==> src/diamond_neighbourhood_mean_blur_defines.svh <==
// ----------------------------------------------------------------------------
// diamond_neighbourhood_mean_blur_defines
// assertion macros shared by the blur rtl
// ----------------------------------------------------------------------------
`ifndef DIAMOND_NEIGHBOURHOOD_MEAN_BLUR_DEFINES_SVH
`define DIAMOND_NEIGHBOURHOOD_MEAN_BLUR_DEFINES_SVH

// same-cycle implication, disabled during reset
`define DNMB_ASSERT_IMP(label, clk, rst_n, ante, cons, msg) \
    label: assert property (@(posedge clk) disable iff (!rst_n) (ante) |-> (cons)) \
        else $error(msg);

// next-cycle implication, disabled during reset
`define DNMB_ASSERT_NXT(label, clk, rst_n, ante, cons, msg) \
    label: assert property (@(posedge clk) disable iff (!rst_n) (ante) |=> (cons)) \
        else $error(msg);

`endif

==> src/dnmb_pkg.sv <==
// ----------------------------------------------------------------------------
// dnmb_pkg
// widths, reset values and register indexes of the diamond mean blur
// ----------------------------------------------------------------------------
package dnmb_pkg;

    localparam int unsigned MAX_SIDE_DEFAULT = 8;
    localparam int unsigned PIXEL_W          = 16;
    localparam int unsigned CFG_W            = 4;
    localparam int unsigned CFG_IDX_W        = 1;
    localparam int unsigned LOAD_W           = 7;

    localparam logic [CFG_IDX_W-1:0] REG_ROWS = 1'd0;
    localparam logic [CFG_IDX_W-1:0] REG_COLS = 1'd1;

    localparam logic [CFG_W-1:0] SIDE_RESET = 4'd8;

endpackage

==> src/diamond_neighbourhood_mean_blur.sv <==
// ----------------------------------------------------------------------------
// diamond_neighbourhood_mean_blur
// stores one region in raster order, then emits the rounded mean of every
// diamond (manhattan distance) neighbourhood, one result per position
// ----------------------------------------------------------------------------
// load: one pixel per cycle, s_ready high whenever the block is loading
// compute: each result is a memory scan over the region, a flush, the restoring
//   divider with one quotient bit per cycle, then emit, which waits while an
//   unaccepted result is still held; SUM_W = 22 at MAX_SIDE 8
// no new pixels are taken until the last result of the region is emitted
// reset: synchronous active-low aresetn clears control, the load count and the
//   output valid; sizes reset to 8; the region memory is not cleared
module diamond_neighbourhood_mean_blur #(
    parameter int unsigned MAX_SIDE = dnmb_pkg::MAX_SIDE_DEFAULT
) (
    input  logic                            aclk,
    input  logic                            aresetn,
    // configuration writes
    input  logic                            cfg_wr_en,
    input  logic [dnmb_pkg::CFG_IDX_W-1:0]  cfg_index,
    input  logic [dnmb_pkg::CFG_W-1:0]      cfg_data,
    // pixel requests
    input  logic                            s_valid,
    output logic                            s_ready,
    input  logic [dnmb_pkg::PIXEL_W-1:0]    s_pixel,
    // result requests
    output logic                            m_valid,
    input  logic                            m_ready,
    output logic [dnmb_pkg::PIXEL_W-1:0]    m_average,
    output logic                            m_is_last
);
    import dnmb_pkg::*;

`include "diamond_neighbourhood_mean_blur_defines.svh"

    // derived sizes
    localparam int unsigned DEPTH  = MAX_SIDE * MAX_SIDE;
    localparam int unsigned AW     = $clog2(DEPTH);
    localparam int unsigned SW     = $clog2(MAX_SIDE);
    localparam int unsigned SZW    = $clog2(MAX_SIDE + 1);
    localparam int unsigned DIST_W = SZW + 1;
    localparam int unsigned CNT_W  = $clog2(DEPTH + 1);
    localparam int unsigned SUM_W  = PIXEL_W + AW;
    localparam int unsigned STEP_W = $clog2(SUM_W);

    // sequencer states
    localparam logic [2:0] ST_LOAD  = 3'd0;
    localparam logic [2:0] ST_SCAN  = 3'd1;
    localparam logic [2:0] ST_FLUSH = 3'd2;
    localparam logic [2:0] ST_DIV   = 3'd3;
    localparam logic [2:0] ST_EMIT  = 3'd4;

    // region memory, one write port while loading, one registered read port
    logic [PIXEL_W-1:0] region_mem [DEPTH];
    logic [PIXEL_W-1:0] rd_data_reg;
    logic               mem_we;

    // configuration registers
    logic [CFG_W-1:0] cfg_rows_reg;
    logic [CFG_W-1:0] cfg_cols_reg;

    // control state
    logic [2:0]        state_reg, state_next;
    logic [LOAD_W-1:0] load_count_reg, load_count_next;
    logic [SZW-1:0]    rows_reg, rows_next;
    logic [SZW-1:0]    cols_reg, cols_next;
    logic [SZW-1:0]    d_reg, d_next;
    logic [SW-1:0]     r_reg, r_next;
    logic [SW-1:0]     c_reg, c_next;
    logic [SW-1:0]     rr_reg, rr_next;
    logic [SW-1:0]     cc_reg, cc_next;
    logic [AW-1:0]     addr_reg, addr_next;
    logic              pend_reg, pend_next;
    logic              hit_reg, hit_next;
    logic [CNT_W-1:0]  cnt_reg, cnt_next;
    logic [STEP_W-1:0] step_reg, step_next;
    logic              m_valid_reg, m_valid_next;

    // datapath registers
    logic [SUM_W-1:0]   sum_reg, sum_next;
    logic [SUM_W-1:0]   quo_reg, quo_next;
    logic [CNT_W-1:0]   rem_reg, rem_next;
    logic [CNT_W-1:0]   den_reg, den_next;
    logic [PIXEL_W-1:0] m_average_reg, m_average_next;
    logic               m_is_last_reg, m_is_last_next;

    // combinational helpers
    logic [SZW-1:0]    rows_eff, cols_eff;
    logic [LOAD_W-1:0] n_eff;
    logic [LOAD_W-1:0] load_inc;
    logic [SW-1:0]     dr, dc;
    logic [DIST_W-1:0] man_dist;
    logic              inner_last, pos_last, emit_fire;
    logic [SUM_W-1:0]  sum_acc;
    logic [CNT_W-1:0]  cnt_acc;
    logic [CNT_W:0]    trial;

    // a size of zero acts as one, a size above MAX_SIDE saturates
    always_comb begin
        if (cfg_rows_reg == '0) begin
            rows_eff = SZW'(1);
        end else if (cfg_rows_reg > CFG_W'(MAX_SIDE)) begin
            rows_eff = SZW'(MAX_SIDE);
        end else begin
            rows_eff = SZW'(cfg_rows_reg);
        end
        if (cfg_cols_reg == '0) begin
            cols_eff = SZW'(1);
        end else if (cfg_cols_reg > CFG_W'(MAX_SIDE)) begin
            cols_eff = SZW'(MAX_SIDE);
        end else begin
            cols_eff = SZW'(cfg_cols_reg);
        end
    end

    assign n_eff    = LOAD_W'(rows_eff) * LOAD_W'(cols_eff);
    assign load_inc = load_count_reg + LOAD_W'(1);

    // manhattan distance from the output position to the scanned position
    assign dr       = (r_reg >= rr_reg) ? (r_reg - rr_reg) : (rr_reg - r_reg);
    assign dc       = (c_reg >= cc_reg) ? (c_reg - cc_reg) : (cc_reg - c_reg);
    assign man_dist = DIST_W'(dr) + DIST_W'(dc);

    assign inner_last = (rr_reg == SW'(rows_reg - SZW'(1)))
                     && (cc_reg == SW'(cols_reg - SZW'(1)));
    assign pos_last   = (r_reg == SW'(rows_reg - SZW'(1)))
                     && (c_reg == SW'(cols_reg - SZW'(1)));

    // read data lands in the cycle after its address, with its hit flag
    assign sum_acc = (pend_reg && hit_reg) ? (sum_reg + SUM_W'(rd_data_reg)) : sum_reg;
    assign cnt_acc = (pend_reg && hit_reg) ? (cnt_reg + CNT_W'(1)) : cnt_reg;

    // restoring divider step: shift in the next dividend bit
    assign trial = {rem_reg, quo_reg[SUM_W-1]};

    assign emit_fire = (state_reg == ST_EMIT) && (!m_valid_reg || m_ready);

    always_comb begin
        state_next      = state_reg;
        load_count_next = load_count_reg;
        rows_next       = rows_reg;
        cols_next       = cols_reg;
        d_next          = d_reg;
        r_next          = r_reg;
        c_next          = c_reg;
        rr_next         = rr_reg;
        cc_next         = cc_reg;
        addr_next       = addr_reg;
        pend_next       = 1'b0;
        hit_next        = hit_reg;
        sum_next        = sum_acc;
        cnt_next        = cnt_acc;
        quo_next        = quo_reg;
        rem_next        = rem_reg;
        den_next        = den_reg;
        step_next       = step_reg;
        m_average_next  = m_average_reg;
        m_is_last_next  = m_is_last_reg;
        m_valid_next    = m_valid_reg && !m_ready;
        mem_we          = 1'b0;

        case (state_reg)
            ST_LOAD: begin
                if (s_valid) begin
                    mem_we = 1'b1;
                    if (load_inc >= n_eff) begin
                        // region complete: freeze sizes and radius
                        load_count_next = '0;
                        rows_next       = rows_eff;
                        cols_next       = cols_eff;
                        d_next          = ((rows_eff >> 1) < (cols_eff >> 1))
                                        ? (rows_eff >> 1) : (cols_eff >> 1);
                        r_next          = '0;
                        c_next          = '0;
                        rr_next         = '0;
                        cc_next         = '0;
                        addr_next       = '0;
                        sum_next        = '0;
                        cnt_next        = '0;
                        state_next      = ST_SCAN;
                    end else begin
                        load_count_next = load_inc;
                    end
                end
            end
            ST_SCAN: begin
                // one memory read per cycle over the whole region
                pend_next = 1'b1;
                hit_next  = (man_dist <= DIST_W'(d_reg));
                if (inner_last) begin
                    state_next = ST_FLUSH;
                end else begin
                    addr_next = addr_reg + AW'(1);
                    if (cc_reg == SW'(cols_reg - SZW'(1))) begin
                        cc_next = '0;
                        rr_next = rr_reg + SW'(1);
                    end else begin
                        cc_next = cc_reg + SW'(1);
                    end
                end
            end
            ST_FLUSH: begin
                // last read accumulated here; load divider with the rounding bias
                quo_next   = sum_acc + SUM_W'(cnt_acc >> 1);
                den_next   = cnt_acc;
                rem_next   = '0;
                step_next  = '0;
                sum_next   = '0;
                cnt_next   = '0;
                state_next = ST_DIV;
            end
            ST_DIV: begin
                if (trial >= {1'b0, den_reg}) begin
                    rem_next = CNT_W'(trial - {1'b0, den_reg});
                    quo_next = {quo_reg[SUM_W-2:0], 1'b1};
                end else begin
                    rem_next = trial[CNT_W-1:0];
                    quo_next = {quo_reg[SUM_W-2:0], 1'b0};
                end
                step_next = step_reg + STEP_W'(1);
                if (step_reg == STEP_W'(SUM_W - 1)) begin
                    state_next = ST_EMIT;
                end
            end
            ST_EMIT: begin
                if (emit_fire) begin
                    m_valid_next   = 1'b1;
                    m_average_next = quo_reg[PIXEL_W-1:0];
                    m_is_last_next = pos_last;
                    if (pos_last) begin
                        state_next = ST_LOAD;
                    end else begin
                        rr_next    = '0;
                        cc_next    = '0;
                        addr_next  = '0;
                        state_next = ST_SCAN;
                        if (c_reg == SW'(cols_reg - SZW'(1))) begin
                            c_next = '0;
                            r_next = r_reg + SW'(1);
                        end else begin
                            c_next = c_reg + SW'(1);
                        end
                    end
                end
            end
            default: begin
                state_next = ST_LOAD;
            end
        endcase
    end

    // configuration writes
    always_ff @(posedge aclk) begin
        if (!aresetn) begin
            cfg_rows_reg <= SIDE_RESET;
            cfg_cols_reg <= SIDE_RESET;
        end else if (cfg_wr_en) begin
            case (cfg_index)
                REG_ROWS: cfg_rows_reg <= cfg_data;
                REG_COLS: cfg_cols_reg <= cfg_data;
                default: ;
            endcase
        end
    end

    // control and datapath registers
    always_ff @(posedge aclk) begin
        if (!aresetn) begin
            state_reg      <= ST_LOAD;
            load_count_reg <= '0;
            pend_reg       <= 1'b0;
            m_valid_reg    <= 1'b0;
        end else begin
            state_reg      <= state_next;
            load_count_reg <= load_count_next;
            pend_reg       <= pend_next;
            m_valid_reg    <= m_valid_next;
        end
        rows_reg      <= rows_next;
        cols_reg      <= cols_next;
        d_reg         <= d_next;
        r_reg         <= r_next;
        c_reg         <= c_next;
        rr_reg        <= rr_next;
        cc_reg        <= cc_next;
        addr_reg      <= addr_next;
        hit_reg       <= hit_next;
        sum_reg       <= sum_next;
        cnt_reg       <= cnt_next;
        quo_reg       <= quo_next;
        rem_reg       <= rem_next;
        den_reg       <= den_next;
        step_reg      <= step_next;
        m_average_reg <= m_average_next;
        m_is_last_reg <= m_is_last_next;
    end

    // region memory
    always_ff @(posedge aclk) begin
        if (mem_we) begin
            region_mem[load_count_reg[AW-1:0]] <= s_pixel;
        end
        rd_data_reg <= region_mem[addr_reg];
    end

    // ports
    assign s_ready   = (state_reg == ST_LOAD);
    assign m_valid   = m_valid_reg;
    assign m_average = m_average_reg;
    assign m_is_last = m_is_last_reg;

    // checks
    `DNMB_ASSERT_IMP(a_load_in_range, aclk, aresetn, 1'b1,
        load_count_reg < LOAD_W'(DEPTH), "load count beyond region memory")
    `DNMB_ASSERT_IMP(a_div_nonzero, aclk, aresetn, state_reg == ST_DIV,
        den_reg != '0, "empty neighbourhood at divide")
    `DNMB_ASSERT_IMP(a_quo_fits, aclk, aresetn, state_reg == ST_EMIT,
        quo_reg[SUM_W-1:PIXEL_W] == '0, "mean exceeds pixel range")
    `DNMB_ASSERT_NXT(a_last_reopens, aclk, aresetn, emit_fire && pos_last,
        s_ready && m_valid && m_is_last, "last result does not reopen loading")

endmodule
==> config.mk <==
export PLATFORM = sky130hd
export DESIGN_NAME = diamond_neighbourhood_mean_blur
export DESIGN_NICKNAME = d
export VERILOG_FILES = /design/src/dnmb_pkg.sv /design/src/diamond_neighbourhood_mean_blur.sv
export VERILOG_INCLUDE_DIRS = /design/src /design/src/src
export SDC_FILE = /design/constraint.sdc
export NUM_CORES = 1
export LEC_CHECK = 0
export BUFFER_PORTS_ARGS = -buffer_cell sky130_fd_sc_hd__buf_2
export CORE_MARGIN = 1
export CORE_UTILIZATION = 50
export DETAILED_ROUTE_END_ITERATION = 10
export HOLD_SLACK_MARGIN = 0.05
export PLACE_DENSITY = 0.74
export SETUP_SLACK_MARGIN = 0.3
export SLEW_MARGIN = 30
export SYNTH_ARGS = -nofsm -noshare
export SYNTH_HDL_FRONTEND = slang
export SYNTH_SLANG_ARGS = --single-unit
==> constraint.sdc <==
create_clock -name aclk -period 6 [get_ports aclk]
set_clock_uncertainty 0.05 [all_clocks]
set_input_delay 0.6 -clock aclk [delete_from_list [all_inputs] [get_ports aclk]]
set_output_delay 0.6 -clock aclk [all_outputs]
set_load 0.05 [all_outputs]
---- After elaboration in Yosys (flattened, before gate mapping) ----
Memory sizes are Yosys's and may differ from the RTL's. A register that Yosys moved wholly into a read port is not among the register bits.
Index checks and enable logic that the tools add are counted.
storage, ports and cells
  register bits ........................... 136
  latch bits .............................. 0
  bits in writable memories ............... 1024
  ROM bits ................................ 0
  bits of input ports ..................... 26
  output and inout bits ................... 19
  word-level logic and storage cells ...... 153
  memories kept ........................... 1
memory list
  name        depth  bits a word  read ports  clocked after Yosys merged registers in  write ports  line                                   text
  region_mem  64     16           1           1                                        1            diamond_neighbourhood_mean_blur.sv:54  logic [PIXEL_W-1:0] region_mem [DEPTH];
cells by class
  add/sub/neg operators ................... 18
  multipliers ............................. 1
  div/mod/pow operators ................... 0
  magnitude comparators ................... 8
  eq/ne operators ......................... 18
  shift operators ......................... 0
  mux-type cells .......................... 59
  bitwise gates (word level) .............. 1
  reductions and logical operators ........ 24
operators by type and width
  operator                                              count
  one-hot mux 22 bit (2 select lines)                   2
  2-to-1 mux 22 bit                                     3
  2-to-1 mux 3 bit                                      22
  2-to-1 mux 7 bit                                      5
  2-to-1 mux 6 bit                                      5
  one-hot mux 7 bit (2 select lines)                    2
  adder 22 x 16 -> 22 bit                               1
  adder 22 x 6 -> 22 bit                                1
  one-hot mux 3 bit (3 select lines)                    2
  one-hot mux 6 bit (3 select lines)                    1
  2-to-1 mux 4 bit                                      4
  inequality test 2 bit, second input constant          8
  one-hot mux 3 bit (5 select lines)                    1
  adder 7 x 1 -> 7 bit, second input constant           2
  adder 3 x 1 -> 3 bit, second input constant           4
  == test 3 bit                                         4
  one-hot mux 3 bit (2 select lines)                    2
  AND reduction 6 bit                                   2
  subtractor 3 bit                                      4
  one-hot mux 5 bit (2 select lines)                    1
  AND reduction 5 bit                                   2
  2-to-1 mux 1 bit                                      9
  greater-or-equal comparator 8 x 7 -> 1 bit            1
  greater-than comparator 4 bit, second input constant  2
  other kinds (26)                                      39

---- Logic depth before layout (Yosys ltp) ----
Gate-level depths: netlist of the first run.
  depth after elaboration ................. 8
  depth in mapped cells ................... 19
  gate-level depth less buffers ........... 19

---- Worst setup path before layout of the first run ----
OpenSTA, ideal clock, no wires.
  path type ............................... register to register
  start point ............................. reg cfg_rows_reg[3]
  end point ............................... reg rr_reg[0] (enable)
  setup time .............................. 252 ps
  arrival ................................. 4121 ps
  slack ................................... 1576 ps
  cell stages (with the launch flop) ...... 17
  clock period less this slack ............ 4424 ps
  path through ............................ dfxtp_1 -> inv_1 -> o21ai_0 -> inv_1 -> nand2_1 -> fa_1 -> inv_1 -> fa_1 -> inv_1 -> fa_1 -> ha_1 -> a21o_1 -> a21o_1 -> a2111oi_0 -> nor3b_1 -> and2_1 -> and2_1
on the way
  word-level cells in the longest chain between the ends .. 7
  elaborated cells on any way between the ends .. 8
  those cells by class .................... 1 x mul; 2 x order compare; 1 x eq/ne; 2 x mux; 2 x reduce/logical
RTL lines
  what                                                 line                                    text
  start: declaration                                   diamond_neighbourhood_mean_blur.sv:59   logic [CFG_W-1:0] cfg_rows_reg;
  start signal: assignment                             diamond_neighbourhood_mean_blur.sv:259  REG_ROWS: cfg_rows_reg <= cfg_data;
  greater-than comparator 4 bit                        diamond_neighbourhood_mean_blur.sv:102  end else if (cfg_rows_reg > CFG_W'(MAX_SIDE)) begin
  2-to-1 mux 4 bit                                     diamond_neighbourhood_mean_blur.sv:102
  2-to-1 mux 4 bit (*)                                 diamond_neighbourhood_mean_blur.sv:100  if (cfg_rows_reg == '0) begin
  net rows_eff[0]                                      diamond_neighbourhood_mean_blur.sv:88   logic [SZW-1:0] rows_eff, cols_eff;
  multiplier 4 x 4 -> 7 bit (*)                        diamond_neighbourhood_mean_blur.sv:116  assign n_eff = LOAD_W'(rows_eff) * LOAD_W'(cols_eff);
  greater-or-equal comparator 7 bit (*)                diamond_neighbourhood_mean_blur.sv:166  if (load_inc >= n_eff) begin
  inequality test 2 x 1 -> 1 bit (no source line) (*)  n/a
  AND reduction 7 bit (no source line) (*)             n/a
  end signal: assignment                               diamond_neighbourhood_mean_blur.sv:284  rr_reg <= rr_next;
  end: declaration                                     diamond_neighbourhood_mean_blur.sv:70   logic [SW-1:0] rr_reg, rr_next;
The timed path passes the listed nets; every way through them passes the cells marked *.
A chain may end at the register's enable or synchronous reset.

---- Worst setup path after layout of the first run ----
Same ends and word-level chain as after synthesis.

==> flow_summary.yaml, run 1 <==
layout:
  fin_util_pct: 56.79
  largest_reg_flops: 1024
  layout_common_cells: "1110 x edfxtp_1, 336 x mux4_2, 175 x nor2_1"
  drive_above_1_share_pct: 25.19
  syn2layout_area_growth_pct: 12.60
  final_area_um2: 53880
  mostFrequentLayoutCell: "edfxtp_1"
  finalNetCount: 2678
synthesis:
  async_flop_share_pct: 0
  postSynthAreaPerCell_um2: 19.57
  yosys.cell_types.count: 68
  synth_edf_count: 1110
  netlist_area_um2: 47850
  ys_warn_count: 0
  synth_ff_type: "edfxtp_1"
  synth_nets: 2560
  syn_inst: 2445
  synth-seq-cells: 1175
  ys_seq_area_share_pct: 72.38
timing:
  finalHoldViolations: 0
  finalSetupViolCount: 0
  fin_crit_sh_pct: 80.84
  fmaxAchievable_ghz: 0.2062
  rsz0062_at_grt: "false"
  max_slew.worst_pin.slew_ns: 1.012
  fin_crit_ns: 4.850
  slew_violations: 0
  max_slew_margin_pct: 32.55
  hold-worst-slack_ns: 0.1407
  tns_ns: 0
clocking:
  post_cts_buffers: 0
  cts_resized: 0
  clk_pin_slew_ns: 0.06
  clk_latency_ns: 0.70
  cts_buffer_depth: 3
  cts-root-buf: "clkbuf_16"
  cts_tree: "done"
  cts_sinks: 1175
  hold_buffers: 0
  htree_levels: 3
  numCtsBuffers: 111
grt:
  grt_pass1_wl_mm: 155.6
  grt_usage_pct: 21.81
  use_met2_pct: 36.47
  grt_overflow_total: 0
  first_global_vias: 24352
  antenna_found_initial: 0
  grt_start_max_net_pins: 95
  busiest_layer: "met2"
  use_met3_pct: 4.113
  grtUsageMet1_pct: 28.94
worst_hold_path:
  hold_path_class: "primary input to flop"
  hold_end: "cfg_rows_reg[3]"
  min_path_cells: 3
  hp-start: "cfg_data[3]"
route:
  drc: 0
  viasPerCell: 6.053
  routed_wl_mm: 104.9
  wl_per_cell_um: 26.72
  num_vias: 23771
  first_pass_iters: 5
  drt_iter0_drc: 2641
  antenna_left: 0
critical_path:
  arrival_ns: 5.24
  endpoint_kind: "flop"
  reg2reg_to: "rr_reg[0]"
  startpoint_type: "flop"
  crit-reg2reg-launch: "cfg_rows_reg[3]"
  critPathMaxFanout: 10
  rrSetupSlack_ns: 1.15
  path_class: "flop to flop"
  cp.required_ns: 6.39
  rr_worst_depth: 17
die:
  die_w_um: 311.3
  core-area_um2: 94870
  die_h_um: 311.3
  die_area_um2: 96940
  ios: 45
  initial_utilization_pct: 50.43
  row_count: 113
power:
  total_leakage_power_nw: 17.57
  power_density_nw_per_um2: 406.7
  peakVddDrop_mv: 0.3043
outcome:
  status: "finished clean"
placed_design:
  hpwl_mm: 59.85
  port_buffers: 44
  gp_congestion: 0.8417
  postPlaceCellArea_um2: 49950
job:
  cap_violations: 0
## kinds of logic (layout without fill, tap and decap cells)
logic type / Yosys count / after routing / synth area share, %
muxes: 348 / 348 / 16.07
adders and majority gates: 89 / 89 / 2.516
other: 0 / 2 / 0
AOI/OAI and AO/OA: 176 / 176 / 2.330
DFF: 1175 / 1175 / 72.38
buffers and inverters: 187 / 402 / 1.491
and+or+nand+nor: 392 / 392 / 3.781
xor gates and xnor gates: 78 / 78 / 1.428
## layout make-up
| class | count | area, µm² |
|---|---|---|
| fill | 6782 | 40990 |
| sequential | 1175 | 34630 |
| multi-input combinational | 1083 | 12550 |
| clock buffer | 128 | 2948 |
| tap | 1265 | 1583 |
| timing repair buffer | 125 | 978.4 |
| clock inverter | 82 | 927.1 |
| inverter | 67 | 251.5 |
| antenna | 2 | 5.005 |
## stage by stage
stage	worst slack [ns]	power [mW]	cells
floorplan	1.576	13.17	2445
global placement	1.371	14.58	3713
detailed placement	1.198	14.71	3714
CTS	1.166	22.03	3924
global route	0.8490	22.70	3925
finish	1.150	21.91	3927
## cells in the mapped netlist, types with 5 or more instances
cell	number	area, µm²
dfxtp_1	65	1301
mux2i_1	10	100.1
nand2b_1	11	68.82
edfxtp_1	1110	33330
o21ai_0	30	150.1
xnor2_1	49	429.2
a21o_1	16	120.1
buf_1	32	120.1
mux4_2	336	7567
nand2_1	74	277.8
a21oi_1	71	355.3
fa_1	12	240.2
nor3_1	15	75.07
ha_1	77	963.4
a31oi_1	5	31.28
nor2_1	181	679.4
and3_1	8	50.05
a211oi_1	7	52.55
nor2b_1	25	156.4
and2_1	7	43.79
inv_1	67	251.5
clkbuf_1	81	304.0
nand4_1	7	43.79
xor2_1	29	254.0
buf_2	6	30.03
nand3_1	33	165.2
o211ai_1	6	45.04
## metal layers
| metal | vias to the layer above | wire [µm] | part of all wire (%) |
|---|---|---|---|
| li1 | 10112 | - | - |
| met1 | 12417 | 40760 | 39 |
| met2 | 1047 | 52740 | 50 |
| met3 | 195 | 8229 | 7.8 |
| met4 | 0 | 3217 | 3.1 |
| met5 | - | 0 | 0 |
## critical path, cell delays in order, from the launching register on
cell and delay [ns]:
dfxtp_1 0.34, inv_1 0.17, o21ai_0 0.23, inv_1 0.14, nand2_1 0.08, fa_1 0.51, inv_1 0.05, fa_1 0.54
inv_1 0.06, fa_1 0.45, ha_1 0.31, a21o_1 0.15, a21o_1 0.18, a2111oi_0 0.49, buf_4 0.21, nor3b_1 0.07
and2_1 0.30, and2_1 0.27
## worst max-delay path by stage
stage | startpoint | endpoint | depth (start not counted)
floorplan | cfg_rows_reg[3] | rr_reg[0] | 16
global placement | cfg_rows_reg[3] | rr_reg[1] | 19
detailed placement | cfg_rows_reg[3] | rr_reg[2] | 19
CTS | cfg_rows_reg[3] | rr_reg[0] | 19
global route | cfg_rows_reg[3] | rr_reg[0] | 19
finish | cfg_rows_reg[3] | rr_reg[0] | 17
## power by group
group          switching [mW]  leakage, nW  internal, mW
clock network            3.05         1.84          4.31
registers               0.232         10.5          9.32
logic                    2.76         5.19          2.25
No activity file was read; power rests on OpenSTA's default activity.
==> run 2: changes to the inputs <==
==> constraint.sdc (replaced) <==
create_clock -name aclk -period 4.85 [get_ports aclk]
set_clock_uncertainty 0.05 [all_clocks]
set_input_delay 0.485 -clock aclk [delete_from_list [all_inputs] [get_ports aclk]]
set_output_delay 0.485 -clock aclk [all_outputs]
set_load 0.05 [all_outputs]
==> flow_summary.yaml, run 2 (synthesis gave the netlist of run 1 again) <==
die:
  die_w_um: 311.3
  initial_utilization_pct: 50.43
  row_count: 113
  die_area_um2: 96940
  core-area_um2: 94870
  die_h_um: 311.3
  ios: 45
route:
  num_vias: 23680
  routed_wl_mm: 101.6
  wl_per_cell_um: 25.78
  drc: 0
  antenna_left: 0
  drt_iter0_drc: 2651
  viasPerCell: 6.006
  first_pass_iters: 10
layout:
  finalNetCount: 2697
  largest_reg_flops: 1024
  layout_common_cells: "1110 x edfxtp_1, 336 x mux4_2, 181 x nor2_1"
  drive_above_1_share_pct: 24.89
  mostFrequentLayoutCell: "edfxtp_1"
  syn2layout_area_growth_pct: 12.93
  finalNonFillerCells: 3943
critical_path:
  path_class: "flop to flop"
  reg2reg_to: "rr_reg[1]"
  rr_worst_depth: 15
  cp.required_ns: 5.23
  critPathMaxFanout: 4
  rrSetupSlack_ns: 0.59
  worstSetupStartpoint: "cfg_cols_reg[2]"
  arrival_ns: 4.64
  endpoint_kind: "flop"
  startpoint_type: "flop"
  crit-reg2reg-launch: "cfg_cols_reg[2]"
grt:
  grt_usage_pct: 21.24
  antenna_found_initial: 7
  grt_pass1_wl_mm: 153.2
  grt_overflow_total: 0
  first_global_vias: 24243
  grt_start_max_net_pins: 68
placed_design:
  gp_congestion: 0.8787
  dpl.cell_count: 3722
  place_ws_ns: 0.3928
  port_buffers: 44
  hpwl_mm: 59.58
power:
  share_comb_of_total_power_pct: 23.2
  total_leakage_power_nw: 17.70
  power_density_nw_per_um2: 501.9
  p_int_mw: 19.75
  clkPwrFrac_pct: 33.3
  peakVddDrop_mv: 0.3492
  power.switching_mw: 7.368
  switching_share_pct: 27.17
  power_frac_seq_pct: 43.5
  p_total_mw: 27.12
worst_hold_path:
  min_path_cells: 3
  hold_path_class: "primary input to flop"
  hold_end: "cfg_cols_reg[0]"
  hp-start: "cfg_index"
timing:
  hold-worst-slack_ns: 0.08834
  max_slew_margin_pct: 38.53
  rsz0062_at_grt: "false"
  finalHoldViolations: 0
  worst_slack_ns: 0.5943
  fin_crit_ns: 4.256
  max_slew.worst_pin.slew_ns: 0.9221
  fin_crit_sh_pct: 87.75
  tns_ns: 0
  finalSetupViolCount: 0
  slew_violations: 0
  fmaxAchievable_ghz: 0.2350
clocking:
  clk_pin_slew_ns: 0.06
  clk_latency_ns: 0.68
  cts-root-buf: "clkbuf_16"
  cts_sinks: 1175
  numCtsBuffers: 114
  htree_levels: 3
  cts_buffer_depth: 3
  cts_tree: "done"
outcome:
  status: "finished clean"
job:
  cap_violations: 0
==> run 2: how the worst max path moves through the flow <==
stage | to | slack, ns
after floorplan | rr_reg[0] | 0.43
after global placement | rr_reg[1] | 0.43
after detailed placement | rr_reg[1] | 0.39
after CTS | rr_reg[1] | 0.35
after global routing | rr_reg[1] | 0.32
final | rr_reg[1] | 0.59
==> run 2: power by group through the flow <==
stage / Combinational (mW) / Sequential [mW] / Clock [mW]
2_1_floorplan: 4.41 / 11.9 / 0
3_3_place_gp: 6.07 / 12.0 / 0
3_5_place_dp: 6.22 / 12.0 / 0
4_1_cts: 6.29 / 11.8 / 9.18
5_1_grt: 6.78 / 11.8 / 9.56
6_report: 6.28 / 11.8 / 9.03
==> run 2: area by class of cell <==
class	count	area (µm²)
antenna	2	5.005
clock buffer	148	3137
clock inverter	62	716.9
fill	6697	40840
inverter	67	251.5
multi-input combinational	1083	12540
sequential	1175	34630
tap	1265	1583
timing repair buffer	141	1164
==> run 2: worst max-delay path: stages, from the launching register on <==
cell and delay [ns]:
dfxtp_1 0.34, nor2b_1 0.29, nand2_1 0.13, fa_1 0.55, inv_1 0.05, fa_1 0.52, inv_1 0.06, fa_1 0.43
ha_1 0.30, a21o_1 0.15, a21o_1 0.20, a2111oi_2 0.35, buf_4 0.18, nor3b_2 0.05, and2_1 0.16, and2_1 0.20
==> run 2: per-stage QoR <==
step,utilization (%),cell area (µm²)
floorplan,-,47850
global placement,52.70,50000
detailed placement,52.73,50020
CTS,56.86,53950
global route,56.95,54030
finish,56.96,54030
==> run 2: per-layer routing <==
layer / GRT usage, % / vias up / share of wire, %
met3: 4.066 / 210 / 7.7
met1: 28.23 / 12314 / 39
met4: 8.005 / 8 / 3.4
met5: 0 / - / 0.058
met2: 34.99 / 1001 / 50
li1: - / 10147 / -
==> run 2: repair_timing <==
action	in CTS	in global routing
hold buffers	7	0
setup endpoints to repair	0	46
resized for setup	0	8
setup buffers	0	1
endpoints found under the hold margin	8	0
==> run 3: changes to the inputs <==
--- a/config.mk
+++ b/config.mk
@@ -11,7 +11,7 @@
 export CORE_UTILIZATION = 50
 export DETAILED_ROUTE_END_ITERATION = 10
 export HOLD_SLACK_MARGIN = 0.05
-export PLACE_DENSITY = 0.74
+export PLACE_DENSITY = 0.77
 export SETUP_SLACK_MARGIN = 0.3
 export SLEW_MARGIN = 30
 export SYNTH_ARGS = -nofsm -noshare
==> constraint.sdc (replaced) <==
create_clock -name aclk -period 3.6 [get_ports aclk]
set_clock_uncertainty 0.05 [all_clocks]
set_input_delay 0.36 -clock aclk [delete_from_list [all_inputs] [get_ports aclk]]
set_output_delay 0.36 -clock aclk [all_outputs]
set_load 0.05 [all_outputs]
==> flow_summary.yaml, run 3 (synthesis gave the netlist of run 1 again) <==
die:
  row_count: 113
  core-area_um2: 94870
  die_area_um2: 96940
  initial_utilization_pct: 50.43
  ios: 45
  die_h_um: 311.3
  die_w_um: 311.3
critical_path:
  startpoint_type: "flop"
  critPathMaxFanout: 3
  path_class: "flop to flop"
  rr_worst_depth: 32
  reg2reg_to: "rows_reg[0]"
  critical_path.max_stage_delay_ns: 0.37
  endpoint_kind: "flop"
  rrSetupSlack_ns: -0.60
  cp_slowest_cell: "dfxtp_4"
  cp.required_ns: 3.96
  cp_common_cell: "buf_6"
  crit-reg2reg-launch: "cfg_rows_reg[2]"
  arrival_ns: 4.56
timing:
  max_slew_margin_pct: 38.26
  fin_crit_ns: 4.203
  finalSetupViolCount: 65
  finalHoldViolations: 0
  rsz0062_at_grt: "true"
  max_slew.worst_pin.slew_ns: 0.9261
  slew_violations: 0
  tns_ns: -30.90
  fin_crit_sh_pct: 116.8
  worst_slack_ns: -0.6034
  fmaxAchievable_ghz: 0.2379
power:
  total_leakage_power_nw: 18.36
  peakVddDrop_mv: 0.4577
  power_density_nw_per_um2: 666.9
placed_design:
  place_ws_ns: -0.4832
  gp_congestion: 0.8557
  port_buffers: 44
  hpwl_mm: 61.97
worst_hold_path:
  hold_path_class: "primary input to flop"
  min_path_cells: 1
  hp-start: "s_pixel[3]"
  hold_end: "region_mem[55][3]"
route:
  drt_iter0_drc: 2697
  antenna_left: 0
  first_pass_iters: 5
  drc: 0
  viasPerCell: 6.090
  routed_wl_mm: 110.3
  wl_per_cell_um: 27.10
  num_vias: 24794
grt:
  antenna_found_initial: 5
  grt_overflow_total: 0
  grt_start_max_net_pins: 68
  grt_usage_pct: 22.90
  first_global_vias: 25461
  grt_pass1_wl_mm: 163.7
clocking:
  numCtsBuffers: 110
  htree_levels: 3
  cts_buffer_depth: 3
  cts_sinks: 1175
  cts_tree: "done"
  clk_latency_ns: 0.71
  clk_pin_slew_ns: 0.07
  cts-root-buf: "clkbuf_16"
outcome:
  status: "finished, violations left"
  failed_checks: "negative setup slack"
job:
  cap_violations: 0
layout:
  drive_above_1_share_pct: 31.94
  largest_reg_flops: 1024
  finalNetCount: 2828
  mostFrequentLayoutCell: "edfxtp_1"
  syn2layout_area_growth_pct: 16.14
  layout_common_cells: "1110 x edfxtp_1, 336 x mux4_2, 186 x buf_4"
  fin_util_pct: 58.58
run 3: worst max path at each step:
stage	start	to	slack (ns)	cells past startpoint
after floorplan	cfg_rows_reg[1]	cols_reg[0]	-0.34	15
after global placement	cfg_rows_reg[1]	rr_reg[2]	-0.42	16
after detailed placement	cfg_rows_reg[1]	d_reg[2]	-0.48	15
after CTS	cfg_rows_reg[1]	rr_reg[2]	-0.49	16
after global routing	cfg_rows_reg[2]	c_reg[0]	-0.69	20
final	cfg_rows_reg[2]	rows_reg[0]	-0.60	32
run 3: cell type report:
class | count | area [µm²]
Antenna cell | 1 | 2.502
Multi-Input combinational cell | 1084 | 13140
Timing Repair Buffer | 275 | 2346
Clock buffer | 123 | 2801
Inverter | 67 | 254.0
Fill cell | 6542 | 39300
Tap cell | 1265 | 1583
Sequential cell | 1175 | 34650
Clock inverter | 81 | 794.5
run 3: repair_timing:
action                                  4_1_cts  5_1_grt
endpoints found under the hold margin        13        0
pin swaps                                    36       35
hold buffers                                 14        0
endpoints found under the setup margin       77      352
resized for setup                            72       73
buffers inserted                             51       23
cloned                                        1        0
run 3: worst max-delay path, delay by kind of cell, from the launching register on:
kind | cells | cell delay [ns]
AOI/OAI and AO/OA | 1 | 0.14
buffers and inverters | 30 | 3.31
DFF | 1 | 0.37
and+or+nand+nor | 1 | 0.04
run 3: routing by layer:
| metal | vias up | wire [µm] | global-route usage (%) |
|---|---|---|---|
| met5 | - | 24 | 0 |
| met4 | 4 | 3936 | 8.117 |
| met2 | 1246 | 56420 | 38.75 |
| li1 | 10393 | - | - |
| met3 | 245 | 8612 | 4.159 |
| met1 | 12906 | 41320 | 29.86 |
run 3: power by group:
part	total (mW)	switching, mW	internal [mW]
logic	9.68	5.14	4.54
clock network	11.5	5.08	6.43
registers	15.9	0.339	15.5
total	37.1	10.6	26.5
run 3: per-stage QoR:
stage / instance area [µm²] / power, mW / hold slack (ns) / cells
4_1_cts: 55060 / 36.79 / 0.1614 / 4047
6_report: 55570 / 37.06 / 0.1465 / 4071
3_5_place_dp: 50680 / 24.97 / 0.3891 / 3777
3_3_place_gp: 50670 / 24.74 / 0.3876 / 3777
5_1_grt: 55570 / 38.40 / 0.1635 / 4070
2_1_floorplan: 48080 / 22.07 / 0.3719 / 2445
